===== config.mk =====
export PLATFORM = sky130hd
export DESIGN_NAME = binary_to_decimal_ascii_digits_unit
export DESIGN_NICKNAME = d
export VERILOG_FILES = /design/src/rtl/b2d_pkg.sv /design/src/rtl/b2d_dabble_stage.sv /design/src/rtl/b2d_serializer.sv /design/src/rtl/binary_to_decimal_ascii_digits_unit.sv
export VERILOG_INCLUDE_DIRS = /design/src /design/src/rtl
export SDC_FILE = /design/constraint.sdc
export NUM_CORES = 1
export LEC_CHECK = 0
export BUFFER_PORTS_ARGS = -buffer_cell sky130_fd_sc_hd__clkbuf_2
export CORE_ASPECT_RATIO = 2
export CORE_MARGIN = 10
export CORE_UTILIZATION = 58
export DETAILED_ROUTE_END_ITERATION = 8
export GPL_TIMING_DRIVEN = 0
export HOLD_SLACK_MARGIN = 0.02
export PLACE_DENSITY = 0.84
export SLEW_MARGIN = 25
export SYNTH_ARGS = -nofsm -noshare
export SYNTH_HDL_FRONTEND = slang
export SYNTH_SLANG_ARGS = --single-unit

===== constraint.sdc =====
create_clock -name clk_i -period 14.18 [get_ports clk_i]
set_input_delay 1.418 -clock clk_i [delete_from_list [all_inputs] [get_ports clk_i]]
set_output_delay 1.418 -clock clk_i [all_outputs]
set_load 0.005 [all_outputs]

===== src/rtl/binary_to_decimal_ascii_digits_unit_macros.svh =====
// assertion macros for the binary to decimal ascii digit unit
// uses the clk_i and rst_ni names of the module that includes it
`ifndef BINARY_TO_DECIMAL_ASCII_DIGITS_UNIT_MACROS_SVH
`define BINARY_TO_DECIMAL_ASCII_DIGITS_UNIT_MACROS_SVH

// same-cycle implication, checked outside reset
`define B2D_ASSERT_NOW(lbl, ante, cons, msg) \
  lbl: assert property (@(posedge clk_i) disable iff (!rst_ni) (ante) |-> (cons)) \
    else $error(msg);

// next-cycle implication, checked outside reset
`define B2D_ASSERT_NEXT(lbl, ante, cons, msg) \
  lbl: assert property (@(posedge clk_i) disable iff (!rst_ni) (ante) |=> (cons)) \
    else $error(msg);

`endif


===== src/rtl/b2d_pkg.sv =====
// shared constants and helpers for the binary to decimal ascii digit unit
// no dependencies
`default_nettype none

package b2d_pkg;

  // default width of the binary input
  localparam int unsigned DefInputWidth = 32;

  // shift-add-3 steps done in one pipeline stage
  localparam int unsigned BitsPerStage = 8;

  // one bcd digit
  localparam int unsigned DigitW = 4;

  localparam logic [DigitW-1:0] AdjustLimit = 4'd5;
  localparam logic [DigitW-1:0] AdjustAdd   = 4'd3;

  // ascii '0'
  localparam logic [5:0] AsciiZero = 6'(3 << 4);

  // decimal digits needed for an all-ones word of the given width
  // 1233/4096 is just below log10(2), exact for widths up to 64
  function automatic int unsigned num_digits(input int unsigned width);
    return ((width * 1233) >> 12) + 1;
  endfunction

endpackage

`default_nettype wire


===== src/rtl/b2d_dabble_stage.sv =====
// one pipeline stage of the shift-add-3 converter: a fixed number of bit steps
// then a register with valid/ready; depends on b2d_pkg
`default_nettype none

module b2d_dabble_stage import b2d_pkg::*; #(
  parameter int unsigned NUM_DIGITS = 10,
  parameter int unsigned BIN_W      = 32,
  parameter int unsigned STEPS      = 8
) (
  input  wire logic                         clk_i,
  input  wire logic                         rst_ni,
  input  wire logic                         valid_i,
  output logic                              ready_o,
  input  wire logic [NUM_DIGITS*DigitW-1:0] bcd_i,
  input  wire logic [BIN_W-1:0]             bin_i,
  output logic                              valid_o,
  input  wire logic                         ready_i,
  output logic      [NUM_DIGITS*DigitW-1:0] bcd_o,
  output logic      [BIN_W-1:0]             bin_o
);

  localparam int unsigned BcdW = NUM_DIGITS * DigitW;

  logic            valid_q;
  logic [BcdW-1:0] bcd_d, bcd_q;
  logic [BIN_W-1:0] bin_d, bin_q;

  // adjust digits of five or more, then shift in the next binary bit
  always_comb begin
    bcd_d = bcd_i;
    bin_d = bin_i;
    for (int s = 0; s < STEPS; s++) begin
      for (int d = 0; d < NUM_DIGITS; d++) begin
        if (bcd_d[d*DigitW +: DigitW] >= AdjustLimit) begin
          bcd_d[d*DigitW +: DigitW] = bcd_d[d*DigitW +: DigitW] + AdjustAdd;
        end
      end
      bcd_d = {bcd_d[BcdW-2:0], bin_d[BIN_W-1]};
      bin_d = {bin_d[BIN_W-2:0], 1'b0};
    end
  end

  // stage holds while the next one is full and stalled
  assign ready_o = !valid_q || ready_i;

  always_ff @(posedge clk_i or negedge rst_ni) begin
    if (!rst_ni) begin
      valid_q <= 1'b0;
    end else if (ready_o) begin
      valid_q <= valid_i;
    end
  end

  always_ff @(posedge clk_i) begin
    if (valid_i && ready_o) begin
      bcd_q <= bcd_d;
      bin_q <= bin_d;
    end
  end

  assign valid_o = valid_q;
  assign bcd_o   = bcd_q;
  assign bin_o   = bin_q;

endmodule

`default_nettype wire


===== src/rtl/b2d_serializer.sv =====
// digit emitter: takes a finished bcd word and sends its digits one per
// request, most significant nonzero first; depends on b2d_pkg
`default_nettype none

module b2d_serializer import b2d_pkg::*; #(
  parameter int unsigned NUM_DIGITS = 10
) (
  input  wire logic                         clk_i,
  input  wire logic                         rst_ni,
  input  wire logic                         valid_i,
  output logic                              ready_o,
  input  wire logic [NUM_DIGITS*DigitW-1:0] bcd_i,
  output logic                              valid_o,
  input  wire logic                         ready_i,
  output logic      [5:0]                   digit_char_o,
  output logic                              is_last_o
);

  localparam int unsigned CntW = $clog2(NUM_DIGITS);

  logic                valid_q;
  logic [CntW-1:0]     cnt_d, cnt_q;
  logic [DigitW-1:0]   digits_q [NUM_DIGITS];
  logic [CntW-1:0]     lead;
  logic                last;
  logic                load;

  // position of the leading nonzero digit, zero gives the units digit
  always_comb begin
    lead = '0;
    for (int d = 1; d < NUM_DIGITS; d++) begin
      if (bcd_i[d*DigitW +: DigitW] != '0) begin
        lead = CntW'(d);
      end
    end
  end

  assign last    = (cnt_q == '0);
  assign ready_o = !valid_q || (ready_i && last);
  assign load    = valid_i && ready_o;

  // digit pointer counts down toward the units digit
  always_comb begin
    cnt_d = cnt_q;
    if (load) begin
      cnt_d = lead;
    end else if (valid_q && ready_i && !last) begin
      cnt_d = cnt_q - CntW'(1);
    end
  end

  always_ff @(posedge clk_i or negedge rst_ni) begin
    if (!rst_ni) begin
      valid_q <= 1'b0;
      cnt_q   <= '0;
    end else begin
      cnt_q <= cnt_d;
      if (load) begin
        valid_q <= 1'b1;
      end else if (ready_i && last) begin
        valid_q <= 1'b0;
      end
    end
  end

  always_ff @(posedge clk_i) begin
    if (load) begin
      for (int d = 0; d < NUM_DIGITS; d++) begin
        digits_q[d] <= bcd_i[d*DigitW +: DigitW];
      end
    end
  end

  assign valid_o      = valid_q;
  assign digit_char_o = AsciiZero | {2'b00, digits_q[cnt_q]};
  assign is_last_o    = last;

endmodule

`default_nettype wire


===== src/rtl/binary_to_decimal_ascii_digits_unit.sv =====
// Converts an unsigned INPUT_WIDTH-bit number to its decimal ASCII digits,
// most significant first, no leading zeros (zero gives a single '0'), with
// is_last on the units digit. The shift-add-3 conversion runs in
// ceil(INPUT_WIDTH/8) pipeline stages of eight bit steps each (four at the
// default width), followed by a digit emitter. The emitter sends one digit
// per cycle while out_ready_i is high, so an item holds it for as many
// steps as it has digits (1 to 10 at the default width); the digit count
// sets the sustained rate, and the conversion stages fill behind it so the
// next item is ready at once.
// Depends on b2d_pkg, b2d_dabble_stage, b2d_serializer and the macro header.
`default_nettype none

`include "binary_to_decimal_ascii_digits_unit_macros.svh"

module binary_to_decimal_ascii_digits_unit import b2d_pkg::*; #(
  parameter int unsigned INPUT_WIDTH = DefInputWidth
) (
  input  wire logic                   clk_i,
  input  wire logic                   rst_ni,
  input  wire logic                   in_valid_i,
  output logic                        in_ready_o,
  input  wire logic [INPUT_WIDTH-1:0] value_i,
  output logic                        out_valid_o,
  input  wire logic                   out_ready_i,
  output logic      [5:0]             digit_char_o,
  output logic                        is_last_o
);

  localparam int unsigned NumDigits = num_digits(INPUT_WIDTH);
  localparam int unsigned BcdW      = NumDigits * DigitW;
  localparam int unsigned NumStages = (INPUT_WIDTH + BitsPerStage - 1) / BitsPerStage;
  localparam int unsigned BinW      = NumStages * BitsPerStage;

  logic            stg_valid [NumStages+1];
  logic            stg_ready [NumStages+1];
  logic [BcdW-1:0] stg_bcd   [NumStages+1];
  logic [BinW-1:0] stg_bin   [NumStages+1];

  // pipeline entry: empty bcd word, input zero-extended to whole stages
  assign stg_valid[0] = in_valid_i;
  assign in_ready_o   = stg_ready[0];
  assign stg_bcd[0]   = '0;
  assign stg_bin[0]   = BinW'(value_i);

  // conversion stages
  for (genvar k = 0; k < NumStages; k++) begin : g_stage
    b2d_dabble_stage #(
      .NUM_DIGITS (NumDigits),
      .BIN_W      (BinW),
      .STEPS      (BitsPerStage)
    ) u_stage (
      .clk_i   (clk_i),
      .rst_ni  (rst_ni),
      .valid_i (stg_valid[k]),
      .ready_o (stg_ready[k]),
      .bcd_i   (stg_bcd[k]),
      .bin_i   (stg_bin[k]),
      .valid_o (stg_valid[k+1]),
      .ready_i (stg_ready[k+1]),
      .bcd_o   (stg_bcd[k+1]),
      .bin_o   (stg_bin[k+1])
    );
  end

  // digit emitter
  b2d_serializer #(
    .NUM_DIGITS (NumDigits)
  ) u_serializer (
    .clk_i        (clk_i),
    .rst_ni       (rst_ni),
    .valid_i      (stg_valid[NumStages]),
    .ready_o      (stg_ready[NumStages]),
    .bcd_i        (stg_bcd[NumStages]),
    .valid_o      (out_valid_o),
    .ready_i      (out_ready_i),
    .digit_char_o (digit_char_o),
    .is_last_o    (is_last_o)
  );

  // checks on the conversion and the digit run
  `B2D_ASSERT_NOW(a_digit_is_decimal, out_valid_o,
    digit_char_o[5:4] == 2'b11 && digit_char_o[3:0] <= 4'd9, "digit outside 0..9")
  `B2D_ASSERT_NEXT(a_load_shows_digit, stg_valid[NumStages] && stg_ready[NumStages],
    out_valid_o, "loaded word produced no digit")
  `B2D_ASSERT_NEXT(a_run_continues, out_valid_o && out_ready_i && !is_last_o,
    out_valid_o, "digit run broke before the last digit")

endmodule

`default_nettype wire

==> results.yml <==
clocking:
  post_cts_buffers: 0
  cts_tree: "built"
  clockBufferDepth: 2
  cts_buffers: 17
  hold_buffers: 0
  clkTransAtPathRegs_ns: 0.08
  clk-insertion-delay-late_ns: 0.48
  root_buffer: "clkbuf_16"
  clock-sinks: 199
  htreeDepth: 4
  ctsResizeCount: 0
yosys:
  synth_edf_count: 190
  syn_inst: 3241
  yosysWarnings: 0
  synth_ff_type: "edfxtp_1"
  async_flop_share: 0.0452
  synth_seq_cells: 199
  yosysSeqAreaShare: 0.226
  avgSynthCellArea_um2: 8.09
  syn_area_mm2: 0.0262
  synth_cell_types: 134
timing:
  tightest_slew_ns: 0.902
  rsz0062_at_grt: "no"
  setup_slack_ns: 6.41
  hold_violations: 0
  slew_violations: 0
  relSlewSlack: 0.395
  fin_crit_sh: 0.548
  setup_viol: 0
  fin_tns_setup_ns: 0
  fmax_mhz: 129
  fin_crit_ns: 7.77
  finalClockSkew_ns: 0.0179
detailed_routing:
  dr.pass1.iters: 8
  route.met2.wl_um: 34500
  wl_met1_um: 21500
  via_count: 24900
  met3RoutedLength_um: 1280
  routed_wirelength_um: 59100
  wl_per_cell_um: 15.2
  drt_iter0_markers: 1105
  drc_errors: 0
  via_per_inst: 6.41
  antenna_left: 0
  highest_layer: "met4"
critical_path:
  cpMostUsedCell: "inv_1"
  worstPathArrival_ns: 8.11
  worstSetupPathType: "flip-flop to flip-flop"
  required_ns: 14.52
  cp_max_fo: 10
  cp-start-kind: "flip-flop"
  slowest_stage: "a2111oi_0"
  rrSetupSlack_ns: 6.41
  cp_top_family: "compound AO/OA/AOI/OAI gates"
  worstSetupEndpointType: "flip-flop"
  max_stage_delay_ns: 0.63
  path_buf_inv: 8
flow_run:
  cap_violations: 0
grt:
  grt_pass1_wl_um: 101000
  grt_start_max_net_pins: 35
  antenna_found_initial: 0
  grt_usage: 0.211
  first_global_vias: 24300
  overflow: 0
place:
  pre_cts_ws_ns: 6.57
  gp_congestion: 0.891
  dp_hpwl_um: 46400
  io_buffers: 42
  placed_area_mm2: 0.0273
floorplanning:
  core-area_mm2: 0.0449
  dieArea_mm2: 0.0546
  die_w_um: 170
  rows: 110
  start_util: 0.585
  die_y_um: 321
  io_pins: 45
layout:
  drive_gt1_frac: 0.105
  num-fill-cells: 3949
  nets: 3489
  diodes: 0
  mostFrequentLayoutCell: "nand2_1"
  multi_input_area_mm2: 0.0190
  regArea_mm2: 0.00593
  syn_to_final_growth_pct: 6.18
  mostFrequentLayoutCells: "nand2_1, nor2_1, a21oi_1"
  final_cell_area_mm2: 0.0278
hold_path:
  hp-class: "flip-flop to flip-flop"
outcome:
  status: "complete, no violations"
## worst register-to-register path: cells and delay by family (launching register included)
kind | cells | cell delay (ns)
and+or+nand+nor | 9 | 2.07
DFF | 1 | 0.48
buffers and inverters | 8 | 1.33
adders and majority gates | 5 | 1.09
muxes | 1 | 0.19
AOI/OAI and AO/OA | 9 | 2.46
## per-layer routing
layer,global-route usage,up-vias
li1,-,12500
met5,0,-
met4,0.0940,0
met2,0.448,465
met1,0.188,11800
met3,0.0201,156
## Yosys cell counts (28+ instances only)
| cell type | count | area [um2] |
|---|---|---|
| nand2_1 | 283 | 1060 |
| nor2_1 | 227 | 852 |
| a21oi_1 | 220 | 1100 |
| o21ai_0 | 211 | 1060 |
| inv_1 | 208 | 781 |
| edfxtp_1 | 190 | 5710 |
| ha_1 | 146 | 1830 |
| mux2i_1 | 111 | 1110 |
| nand3_1 | 90 | 450 |
| nand2b_1 | 83 | 519 |
| clkbuf_1 | 80 | 300 |
| nor3_1 | 80 | 400 |
| xnor2_1 | 77 | 674 |
| mux2_2 | 74 | 833 |
| a211oi_1 | 57 | 428 |
| o211ai_1 | 55 | 413 |
| a21o_1 | 52 | 390 |
| and2_1 | 50 | 313 |
| nor2b_1 | 46 | 288 |
| o22ai_1 | 45 | 282 |
| a31oi_1 | 38 | 238 |
| o21ai_1 | 38 | 190 |
| o21a_1 | 36 | 270 |
| a21boi_0 | 32 | 240 |
| or2_2 | 31 | 194 |
| or3_1 | 30 | 188 |
| a211o_1 | 28 | 245 |
| and3_1 | 28 | 175 |
| xor2_1 | 28 | 245 |
## cell families after synthesis
logic type | synth area share
simple gates | 0.205
buf+inv | 0.0483
fa+ha+maj | 0.0708
mux | 0.0866
xor+xnor | 0.0411
flops | 0.226
compound gates | 0.322
other cells | 0.000143
## per-stage QoR
step	hold slack (ns)	util	cells
6_report	0.423	0.621	3880
5_1_grt	0.420	0.621	3880
4_1_cts	0.420	0.621	3880
3_5_place_dp	0.405	0.608	3848
3_3_place_gp	0.400	0.605	3844
2_1_floorplan	0.400	-	3242
## layout make-up
cell class | count | area share
plain buffers | 106 | 0.0165
repair buffers | 46 | 0.0115
flip-flops and latches | 199 | 0.213
inverters | 215 | 0.0290
clock buffers | 19 | 0.0155
clock inverters | 13 | 0.00566
well taps | 560 | 0.0252
multi-input cells | 2722 | 0.684
## state kept, by name (all words and copies together), names as in the netlist
signal and cells:
g_stage.u_stage.bcd_o 102, g_stage.u_stage.bin_o 48, u_serializer.digits_q 40, g_stage.u_stage.valid_o 4
u_serializer.cnt_q 4, u_serializer.valid_o 1
## worst paths after layout
path / start / end / depth (start not counted)
min: g_stage[1].u_stage.bin_o[18]$_DFFE_PP_ / g_stage[2].u_stage.bin_o[26]$_DFFE_PP_ / 0
min in group asynchronous: rst_ni / u_serializer.cnt_q[2]$_DFFE_PN0P_ / 1
max reg2reg: g_stage[1].u_stage.bcd_o[0]$_DFFE_PP_ / g_stage[2].u_stage.bcd_o[11]$_DFFE_PP_ / 32
min reg2reg: g_stage[1].u_stage.bin_o[18]$_DFFE_PP_ / g_stage[2].u_stage.bin_o[26]$_DFFE_PP_ / 0
max in group asynchronous: rst_ni / g_stage[0].u_stage.valid_o$_DFFE_PN0N_ / 1
max: g_stage[1].u_stage.bcd_o[0]$_DFFE_PP_ / g_stage[2].u_stage.bcd_o[11]$_DFFE_PP_ / 32
Power is left out: the tool's default activity adds up to more than one toggle a clock period on the data nets, which glitch-free logic cannot reach.
